`src/hdl/slsp_pkg.sv`:
```
// Shared types and constants for the servo lock sequencer and PWM unit.
package slsp_pkg;

  localparam int CH_W     = 4;
  localparam int WIDTH_W  = 10;
  localparam int DELAY_W  = 16;
  localparam int CMD_W    = 8;
  localparam int OP_W     = 3;
  localparam int LEVELS_W = 6;
  localparam int CFG_IDX_W  = 2;
  localparam int CFG_DATA_W = 16;
  localparam int OUT_TDATA_W = 16;

  localparam int OUT_POWER_BIT = LEVELS_W;
  localparam int OUT_BUSY_BIT  = LEVELS_W + 1;
  localparam int OUT_STATUS_LO = LEVELS_W + 2;

  localparam logic [DELAY_W-1:0] STEP_DELAY_RESET   = 16'd300;
  localparam logic [WIDTH_W-1:0] UNLOCK_WIDTH_RESET = 10'd26;
  localparam logic [WIDTH_W-1:0] LOCK_WIDTH_RESET   = 10'd51;
  localparam logic [WIDTH_W-1:0] PWM_TOP_RESET      = 10'd512;

  localparam logic [CMD_W-1:0] CMD_UNLOCK_ALL = 8'hFF;
  localparam logic [CMD_W-1:0] CMD_LOCK_ALL   = 8'hEE;
  localparam logic [3:0]       CMD_LOCK_HI    = 4'hE;
  localparam logic [3:0]       CMD_UNLOCK_HI  = 4'hF;

  localparam logic [CFG_IDX_W-1:0] CFG_STEP_DELAY   = 2'd0;
  localparam logic [CFG_IDX_W-1:0] CFG_UNLOCK_WIDTH = 2'd1;
  localparam logic [CFG_IDX_W-1:0] CFG_LOCK_WIDTH   = 2'd2;
  localparam logic [CFG_IDX_W-1:0] CFG_PWM_TOP      = 2'd3;

  typedef enum logic [OP_W-1:0] {
    OP_PWM_TICK = 3'd0,
    OP_MS_TICK  = 3'd1,
    OP_COMMAND  = 3'd2,
    OP_PWM_ON   = 3'd3,
    OP_PWM_OFF  = 3'd4
  } op_t;

  localparam logic [1:0] STATUS_NONE     = 2'd0;
  localparam logic [1:0] STATUS_ACCEPTED = 2'd1;
  localparam logic [1:0] STATUS_BUSY     = 2'd2;
  localparam logic [1:0] STATUS_UNKNOWN  = 2'd3;

  typedef struct packed {
    logic               en;
    logic [CH_W-1:0]    ch;
    logic [WIDTH_W-1:0] width;
  } width_wr_t;

endpackage

```
`src/hdl/slsp_pwm.sv`:
```
// PWM counter, per-channel pulse width store and level compares.
module slsp_pwm import slsp_pkg::*; #(
  parameter int CHANNELS = 6
) (
  input  logic                clk,
  input  logic                rst,
  input  logic                fire,
  input  logic [OP_W-1:0]     op,
  input  logic [WIDTH_W-1:0]  pwm_top,
  input  width_wr_t           width_wr,
  output logic [LEVELS_W-1:0] levels_next
);

  logic [WIDTH_W-1:0] widths [CHANNELS];
  logic               enabled;
  logic               enabled_next;
  logic [WIDTH_W-1:0] count;
  logic [WIDTH_W-1:0] count_next;
  logic [WIDTH_W-1:0] cmp_count;
  logic [CHANNELS-1:0] levels;
  logic [CHANNELS-1:0] lv_next;

  always_comb begin
    enabled_next = enabled;
    count_next   = count;
    lv_next      = levels;
    cmp_count    = (count > pwm_top) ? '0 : count;
    case (op_t'(op))
      OP_PWM_TICK: begin
        if (enabled) begin
          for (int i = 0; i < CHANNELS; i++) begin
            lv_next[i] = cmp_count < widths[i];
          end
          count_next = cmp_count + 1'b1;
        end
      end
      OP_PWM_ON: begin
        count_next   = '0;
        enabled_next = 1'b1;
      end
      OP_PWM_OFF: begin
        enabled_next = 1'b0;
        lv_next      = '0;
        count_next   = '0;
      end
      default: ;
    endcase
  end

  always_ff @(posedge clk) begin
    if (rst) begin
      enabled <= 1'b0;
      count   <= '0;
      levels  <= '0;
      for (int i = 0; i < CHANNELS; i++) begin
        widths[i] <= UNLOCK_WIDTH_RESET;
      end
    end else begin
      if (fire) begin
        enabled <= enabled_next;
        count   <= count_next;
        levels  <= lv_next;
      end
      for (int i = 0; i < CHANNELS; i++) begin
        if (width_wr.en && width_wr.ch == CH_W'(i)) begin
          widths[i] <= width_wr.width;
        end
      end
    end
  end

  for (genvar g = 0; g < LEVELS_W; g++) begin : g_lvl
    if (g < CHANNELS) begin : g_on
      assign levels_next[g] = lv_next[g];
    end else begin : g_off
      assign levels_next[g] = 1'b0;
    end
  end

endmodule

```
`src/hdl/slsp_seq.sv`:
```
// Lock/unlock command sequencer: command decode, step delay and power control.
module slsp_seq import slsp_pkg::*; #(
  parameter int CHANNELS = 6
) (
  input  logic               clk,
  input  logic               rst,
  input  logic               fire,
  input  logic [OP_W-1:0]    op,
  input  logic [CMD_W-1:0]   cmd,
  input  logic [DELAY_W-1:0] step_delay,
  input  logic [WIDTH_W-1:0] unlock_width,
  input  logic [WIDTH_W-1:0] lock_width,
  output width_wr_t          width_wr,
  output logic               power_next,
  output logic               busy_next,
  output logic [1:0]         status
);

  localparam int SW = $clog2(CHANNELS + 2);
  localparam logic [SW-1:0]   STEP_LAST_ALL = SW'(CHANNELS);
  localparam logic [CH_W-1:0] CH_LAST       = CH_W'(CHANNELS);

  logic               busy;
  logic               power;
  logic               act_all;
  logic               act_lock;
  logic [CH_W-1:0]    act_ch;
  logic [SW-1:0]      step;
  logic [DELAY_W-1:0] delay;

  logic               all_next;
  logic               lock_next;
  logic [CH_W-1:0]    ch_next;
  logic [SW-1:0]      step_next;
  logic [DELAY_W-1:0] delay_next;
  width_wr_t          wr;

  logic            cmd_all;
  logic            cmd_lock;
  logic            cmd_valid;
  logic [3:0]      cmd_hi;
  logic [3:0]      cmd_lo;
  logic [SW-1:0]   step_last;
  logic            in_run;
  logic [CH_W:0]   step_ch;

  always_comb begin
    cmd_hi    = cmd[7:4];
    cmd_lo    = cmd[3:0];
    cmd_all   = (cmd == CMD_UNLOCK_ALL) || (cmd == CMD_LOCK_ALL);
    cmd_lock  = (cmd == CMD_LOCK_ALL) || (cmd_hi == CMD_LOCK_HI);
    cmd_valid = cmd_all || (((cmd_hi == CMD_LOCK_HI) || (cmd_hi == CMD_UNLOCK_HI)) &&
                            (cmd_lo >= 4'd1) && (CH_W'(cmd_lo) <= CH_LAST));
    step_last = act_all ? STEP_LAST_ALL : SW'(1);
    in_run    = (step != '0) && (step <= step_last);
    step_ch   = (CH_W + 1)'(step) - 1'b1;

    busy_next  = busy;
    power_next = power;
    all_next   = act_all;
    lock_next  = act_lock;
    ch_next    = act_ch;
    step_next  = step;
    delay_next = delay;
    status     = STATUS_NONE;
    wr         = '0;

    case (op_t'(op))
      OP_MS_TICK: begin
        if (busy) begin
          if (delay > DELAY_W'(1)) begin
            delay_next = delay - 1'b1;
          end else if (in_run) begin
            wr.en      = 1'b1;
            wr.ch      = act_all ? step_ch[CH_W-1:0] : act_ch;
            wr.width   = act_lock ? lock_width : unlock_width;
            step_next  = step + 1'b1;
            delay_next = step_delay;
          end else begin
            power_next = 1'b0;
            busy_next  = 1'b0;
            step_next  = '0;
            all_next   = 1'b0;
            lock_next  = 1'b0;
            ch_next    = '0;
            delay_next = '0;
          end
        end
      end
      OP_COMMAND: begin
        if (busy) begin
          status = STATUS_BUSY;
        end else if (!cmd_valid) begin
          status = STATUS_UNKNOWN;
        end else begin
          status     = STATUS_ACCEPTED;
          busy_next  = 1'b1;
          power_next = 1'b1;
          all_next   = cmd_all;
          lock_next  = cmd_lock;
          ch_next    = CH_W'(cmd_lo - 1'b1);
          step_next  = SW'(1);
          delay_next = step_delay;
        end
      end
      default: ;
    endcase
  end

  always_ff @(posedge clk) begin
    if (rst) begin
      busy     <= 1'b0;
      power    <= 1'b0;
      act_all  <= 1'b0;
      act_lock <= 1'b0;
      act_ch   <= '0;
      step     <= '0;
      delay    <= '0;
    end else if (fire) begin
      busy     <= busy_next;
      power    <= power_next;
      act_all  <= all_next;
      act_lock <= lock_next;
      act_ch   <= ch_next;
      step     <= step_next;
      delay    <= delay_next;
    end
  end

  always_comb begin
    width_wr    = wr;
    width_wr.en = wr.en && fire;
  end

endmodule

```
`src/hdl/servo_lock_sequencer_pwm_unit.sv`:
```
// Top level of the servo lock sequencer and six-channel PWM unit.
//
// Input stream s_*: s_tuser carries the op (PWM tick, ms tick, command,
// PWM enable, PWM disable), s_tdata the command byte. Every input transfer
// produces exactly one result on m_*: channel levels, actuator power, busy
// and command status.
// Each transfer lands in an input register; when the output register is free,
// the sequencer and PWM state update and the result is written to the output
// register. One item is taken per cycle while the output is not stalled by
// m_tready; the rate is set by the single update of the state registers.
// When m_tready is low the output register holds its result, the input
// register still takes one more item, and s_tready drops only once both
// are full. Reset clears all state to its power-up values (PWM off, power
// off, all pulse widths at the unlock width) and empties both registers.
// Configuration is written through cfg_we/cfg_index/cfg_data; the user must write it only while idle (not enforced).
module servo_lock_sequencer_pwm_unit import slsp_pkg::*; #(
  parameter int CHANNELS = 6
) (
  input  logic                   clk,
  input  logic                   rst,
  input  logic                   s_tvalid,
  output logic                   s_tready,
  input  logic [CMD_W-1:0]       s_tdata,  // [7:0] command
  input  logic [OP_W-1:0]        s_tuser,  // [2:0] op
  output logic                   m_tvalid,
  input  logic                   m_tready,
  output logic [OUT_TDATA_W-1:0] m_tdata,  // [5:0] pwm_levels, [6] power_on,
                                           // [7] busy_res, [9:8] status
  input  logic                   cfg_we,
  input  logic [CFG_IDX_W-1:0]   cfg_index,
  input  logic [CFG_DATA_W-1:0]  cfg_data
);

  logic [DELAY_W-1:0] step_delay;
  logic [WIDTH_W-1:0] unlock_width;
  logic [WIDTH_W-1:0] lock_width;
  logic [WIDTH_W-1:0] pwm_top;

  logic             in_valid;
  logic [OP_W-1:0]  in_op;
  logic [CMD_W-1:0] in_cmd;
  logic             fire;

  width_wr_t           width_wr;
  logic                power_next;
  logic                busy_next;
  logic [1:0]          status;
  logic [LEVELS_W-1:0] levels_next;

  assign fire     = in_valid && (!m_tvalid || m_tready);
  assign s_tready = !in_valid || fire;

  always_ff @(posedge clk) begin
    if (rst) begin
      step_delay   <= STEP_DELAY_RESET;
      unlock_width <= UNLOCK_WIDTH_RESET;
      lock_width   <= LOCK_WIDTH_RESET;
      pwm_top      <= PWM_TOP_RESET;
    end else if (cfg_we) begin
      case (cfg_index)
        CFG_STEP_DELAY:   step_delay   <= cfg_data;
        CFG_UNLOCK_WIDTH: unlock_width <= cfg_data[WIDTH_W-1:0];
        CFG_LOCK_WIDTH:   lock_width   <= cfg_data[WIDTH_W-1:0];
        CFG_PWM_TOP:      pwm_top      <= cfg_data[WIDTH_W-1:0];
        default: ;
      endcase
    end
  end

  always_ff @(posedge clk) begin
    if (rst) begin
      in_valid <= 1'b0;
    end else if (s_tvalid && s_tready) begin
      in_valid <= 1'b1;
    end else if (fire) begin
      in_valid <= 1'b0;
    end
  end

  always_ff @(posedge clk) begin
    if (s_tvalid && s_tready) begin
      in_op  <= s_tuser;
      in_cmd <= s_tdata;
    end
  end

  slsp_seq #(
    .CHANNELS(CHANNELS)
  ) u_seq (
    .clk          (clk),
    .rst          (rst),
    .fire         (fire),
    .op           (in_op),
    .cmd          (in_cmd),
    .step_delay   (step_delay),
    .unlock_width (unlock_width),
    .lock_width   (lock_width),
    .width_wr     (width_wr),
    .power_next   (power_next),
    .busy_next    (busy_next),
    .status       (status)
  );

  slsp_pwm #(
    .CHANNELS(CHANNELS)
  ) u_pwm (
    .clk         (clk),
    .rst         (rst),
    .fire        (fire),
    .op          (in_op),
    .pwm_top     (pwm_top),
    .width_wr    (width_wr),
    .levels_next (levels_next)
  );

  always_ff @(posedge clk) begin
    if (rst) begin
      m_tvalid <= 1'b0;
    end else if (fire) begin
      m_tvalid <= 1'b1;
    end else if (m_tready) begin
      m_tvalid <= 1'b0;
    end
  end

  always_ff @(posedge clk) begin
    if (fire) begin
      m_tdata <= {(OUT_TDATA_W - OUT_STATUS_LO - 2)'(0), status, busy_next, power_next,
                  levels_next};
    end
  end

endmodule

```
`config.mk`:
```
export PLATFORM = sky130hd
export DESIGN_NAME = servo_lock_sequencer_pwm_unit
export DESIGN_NICKNAME = d
export VERILOG_FILES = /design/src/hdl/slsp_pkg.sv /design/src/hdl/slsp_pwm.sv /design/src/hdl/slsp_seq.sv /design/src/hdl/servo_lock_sequencer_pwm_unit.sv
export SDC_FILE = /design/constraint.sdc
export NUM_CORES = 1
export LEC_CHECK = 0
export BUFFER_PORTS_ARGS = -buffer_cell sky130_fd_sc_hd__buf_2
export CAP_MARGIN = 20
export CORE_MARGIN = 2
export CORE_UTILIZATION = 40
export CTS_CLUSTER_DIAMETER = 120
export CTS_CLUSTER_SIZE = 24
export DETAILED_ROUTE_END_ITERATION = 7
export HOLD_SLACK_MARGIN = 0.15
export PLACE_DENSITY_LB_ADDON = 0.2
export REMOVE_ABC_BUFFERS = 1
export SLEW_MARGIN = 20
export SYNTH_ARGS = -nofsm -noshare
export SYNTH_HDL_FRONTEND = slang
export SYNTH_HIERARCHICAL = 1
export SYNTH_SLANG_ARGS = --single-unit
```
`constraint.sdc`:
```
create_clock -name clk -period 3.25 [get_ports clk]
set_clock_uncertainty 0.2 [all_clocks]
set_input_delay 0.65 -clock clk [delete_from_list [all_inputs] [get_ports clk]]
set_output_delay 0.65 -clock clk [all_outputs]
set_load 0.05 [all_outputs]
```
==> insert_results.sql <==
INSERT INTO impl_metrics (metric_group, metric, value, unit) VALUES
('critical_path', 'critical-path-max-stage-delay', '0.34', 'ns'),
('clock_tree', 'clkSlewWorstSetupHoldPaths', '0.07', 'ns'),
('critical_path', 'endpoint_of_the_worst_register_to_register_path', 'm_tdata[3]$_DFFE_PP_', ''),
('place', 'dpl_cell_area', '10800', 'um^2'),
('hold_path', 'hold_start', 's_tdata[3]', ''),
('critical_path', 'critical_path.slowest_cell', 'sky130_fd_sc_hd__dfxtp_2', ''),
('yosys', 'ys_seq_elements', '173', ''),
('routing', 'firstDrtPassIters', '4', ''),
('critical_path', 'crit-reg2reg-launch', 'pwm_top[7]$_SDFFE_PP0P_', ''),
('yosys', 'fraction_of_the_mapped_netlist_area_in_compound_gates', '12.1', '%'),
('outcome', 'status', 'finished, violations left', ''),
('yosys', 'synth_xor_area_share', '0.539', '%'),
('yosys', 'syn-instance-count', '1016', ''),
('final_layout', 'most-common-layout-cells', 'sky130_fd_sc_hd__inv_1 (86), sky130_fd_sc_hd__dfxtp_1 (84), sky130_fd_sc_hd__edfxtp_1 (81), sky130_fd_sc_hd__buf_4 (77), sky130_fd_sc_hd__nor2_1 (74)', ''),
('clock_tree', 'cts.root.buffer_cell', 'sky130_fd_sc_hd__clkbuf_16', ''),
('pwr', 'power.ir.vdd_worst', '0.000249', 'V'),
('sta', 'finalWorstSetupSlack', '-0.0613', 'ns'),
('clock_tree', 'post_cts_hold_buffer_count', '0', ''),
('yosys', 'synth_async_reset_ratio', '0', '%'),
('pwr', 'seq_power_share', '50.0', '%'),
('sta', 'worst_hold_slack', '0.200', 'ns'),
('die', 'floorplan.die_area', '25700', 'um^2'),
('final_layout', 'layout.cells.most_common', 'sky130_fd_sc_hd__inv_1', ''),
('routing', 'drt-wirelength-per-cell', '15.7', 'um'),
('die', 'core_region_area', '24100', 'um^2'),
('yosys', 'main_combinational_cell_family_by_area_after_synthesis', 'simple AND/OR/NAND/NOR gates', ''),
('pwr', 'p_per_area', '404', 'nW/um^2'),
('critical_path', 'crit_path_start', 'pwm_top[7]$_SDFFE_PP0P_', ''),
('critical_path', 'cp.required', '3.30', 'ns'),
('critical_path', 'type_of_element_launching_the_critical_path', 'register', ''),
('flow_run', 'max-cap-violations', '0', ''),
('sta', 'layout_min_cycle_time', '3.31', 'ns'),
('grt', 'global_route_wire_length_before_repair', '36900', 'um'),
('grt', 'track_usage', '18.0', '%'),
('clock_tree', 'cts_buffer_depth', '2', ''),
('yosys', 'muxShareOfSynthArea', '6.05', '%'),
('die', 'standard_cell_row_count', '57', ''),
('yosys', 'top_area_cell_type_share_of_the_netlist_area', '24.9', '%'),
('routing', 'drc_errors', '0', ''),
('clock_tree', 'cts_num_sinks', '173', ''),
('grt', 'grt_pass1_vias', '7118', ''),
('final_layout', 'final_cells', '1457', ''),
('pwr', 'total_power', '4.77', 'mW'),
('place', 'placement.setup.worst_slack', '-0.470', 'ns'),
('routing', 'vias_per_cell', '5.11', ''),
('critical_path', 'r2r_setup_slack', '-0.06', 'ns'),
('die', 'die-height', '160', 'um'),
('outcome', 'violated_checks', 'setup timing', ''),
('die', 'top_level_ports', '52', ''),
('final_layout', 'finalNetCount', '1231', ''),
('yosys', 'synth-edff-count', '81', ''),
('final_layout', 'design_area', '11800', 'um^2'),
('yosys', 'synth_warnings', '6', ''),
('final_layout', 'insertedDiodeCount', '0', ''),
('yosys', 'main_synth_ff_type', 'sky130_fd_sc_hd__dfxtp_1', ''),
('place', 'place.port_buffers', '45', ''),
('hold_path', 'hold-path-cell-count', '1', ''),
('critical_path', 'critical_path_class', 'register to register', ''),
('critical_path', 'critPathArrivalTime', '3.36', 'ns'),
('sta', 'maxClockFrequency', '302', 'MHz'),
('sta', 'final_setup_fails', '2', ''),
('pwr', 'switching_power', '1.13', 'mW'),
('clock_tree', 'clock_insertion_delay_worst_skew', '0.43', 'ns'),
('clock_tree', 'numCtsBuffers', '17', ''),
('final_layout', 'area_growth_syn_to_layout', '20.9', '%'),
('hold_path', 'hold_class', 'input port to register', ''),
('sta', 'transition_at_the_pin_with_the_smallest_max_transition_slack', '0.711', 'ns'),
('pwr', 'p_sw_share', '23.8', '%'),
('routing', 'met2_length', '10400', 'um'),
('critical_path', 'crit_path_frequent_cell', 'sky130_fd_sc_hd__nand4_1', ''),
('hold_path', 'worstHoldEndpoint', 'in_cmd[3]$_DFFE_PP_', '');
==> what timing repair did <==
action                     in CTS  in global routing
pin swaps                       2                 27
setup buffers                   1                  6
setup endpoints to repair      14                135
gates cloned                    0                  1
gates resized for setup        24                 62
==> power groups by stage <==
stage | sequential (mW) | clock (mW) | combinational [mW]
2_1_floorplan | 2.45 | 0 | 0.180
3_3_place_gp | 2.43 | 0 | 0.338
3_5_place_dp | 2.43 | 0 | 0.338
4_1_cts | 2.38 | 2.09 | 0.342
5_1_grt | 2.39 | 2.18 | 0.390
6_report | 2.38 | 2.03 | 0.354
==> critical path: cells and delay by family (launching register included) <==
family	cells	cell delay [ns]
AO/OA/AOI/OAI	4	1.11
adder cells (fa/ha/maj)	2	0.56
AND/OR/NAND/NOR	6	0.87
flip-flops	1	0.34
buffers and inverters	1	0.06
==> cell type report <==
class                   instances  area, um^2
well taps                     324         405
multi-input cells             715        5310
clock buffers                  24         524
inverters                      88         330
clock inverters                 8        66.3
fillers                      2329       12300
repair buffers                125         870
flip-flops and latches        173        4280
==> flip-flops by register name, summed over array words and instances (netlist names), 3 cells and up <==
register	flops
m_tdata	10
u_seq/act_ch	4
lock_width	10
pwm_top	10
in_op	3
u_pwm/levels	6
u_pwm/widths	60
unlock_width	10
u_seq/delay	16
in_cmd	8
step_delay	16
u_pwm/count	10
u_seq/step	3
==> synth_stat cells (6+ instances only) <==
master,n
sky130_fd_sc_hd__and4_1,6
sky130_fd_sc_hd__a21oi_1,61
sky130_fd_sc_hd__dfxtp_1,92
sky130_fd_sc_hd__inv_1,88
sky130_fd_sc_hd__o22ai_1,6
sky130_fd_sc_hd__mux2i_1,59
sky130_fd_sc_hd__edfxtp_1,81
sky130_fd_sc_hd__nand2_1,51
sky130_fd_sc_hd__nand3b_1,8
sky130_fd_sc_hd__ha_1,77
sky130_fd_sc_hd__nor2_1,77
sky130_fd_sc_hd__nand4_1,7
sky130_fd_sc_hd__buf_4,6
sky130_fd_sc_hd__and2_1,51
sky130_fd_sc_hd__a21o_1,7
sky130_fd_sc_hd__clkbuf_1,30
sky130_fd_sc_hd__o21ai_0,34
sky130_fd_sc_hd__nor3_1,25
sky130_fd_sc_hd__a31oi_1,9
sky130_fd_sc_hd__or3_1,21
sky130_fd_sc_hd__buf_2,8
sky130_fd_sc_hd__o31ai_1,14
sky130_fd_sc_hd__nand2b_1,66
sky130_fd_sc_hd__a221oi_1,7
sky130_fd_sc_hd__nand3_1,11
sky130_fd_sc_hd__a211oi_1,13
sky130_fd_sc_hd__a32oi_1,8
sky130_fd_sc_hd__nor2b_1,15
==> worst max-delay path by stage <==
stage | slack, ns | to | depth (start not counted)
finish | -0.06 | m_tdata[3]$_DFFE_PP_ | 13
global route | -0.19 | m_tdata[1]$_DFFE_PP_ | 13
CTS | -0.05 | m_tdata[0]$_DFFE_PP_ | 14
detailed placement | -0.47 | m_tdata[3]$_DFFE_PP_ | 13
global placement | -0.39 | m_tdata[3]$_DFFE_PP_ | 13
floorplan | -0.25 | u_pwm/widths[1][1]$_SDFFCE_PN1P_ | 10
==> metal layers <==
layer  up-vias  global-route usage, %
li1       3826                      -
met4         0                   5.24
met3        26                   3.30
met2       133                   28.5
met5         -                      0
met1      3457                   25.2
==> kinds of logic (layout without fill, tap and decap cells) <==
family,count (synthesis),count (layout)
muxes,59,59
xor gates and xnor gates,6,6
other,1,6
and+or+nand+nor,380,381
buffers and inverters,134,245
adders and majority gates,77,77
AOI/OAI and AO/OA,186,186
DFF,173,173
==> through the flow <==
stage	setup TNS, ns	utilization [%]
final	-0.0878	48.9
after global routing	-1.48	48.9
after CTS	-0.0693	47.5
after detailed placement	-3.91	44.7
after global placement	-3.38	44.7
after floorplan	-10.49	-
No activity file was read; power rests on OpenSTA's default activity.
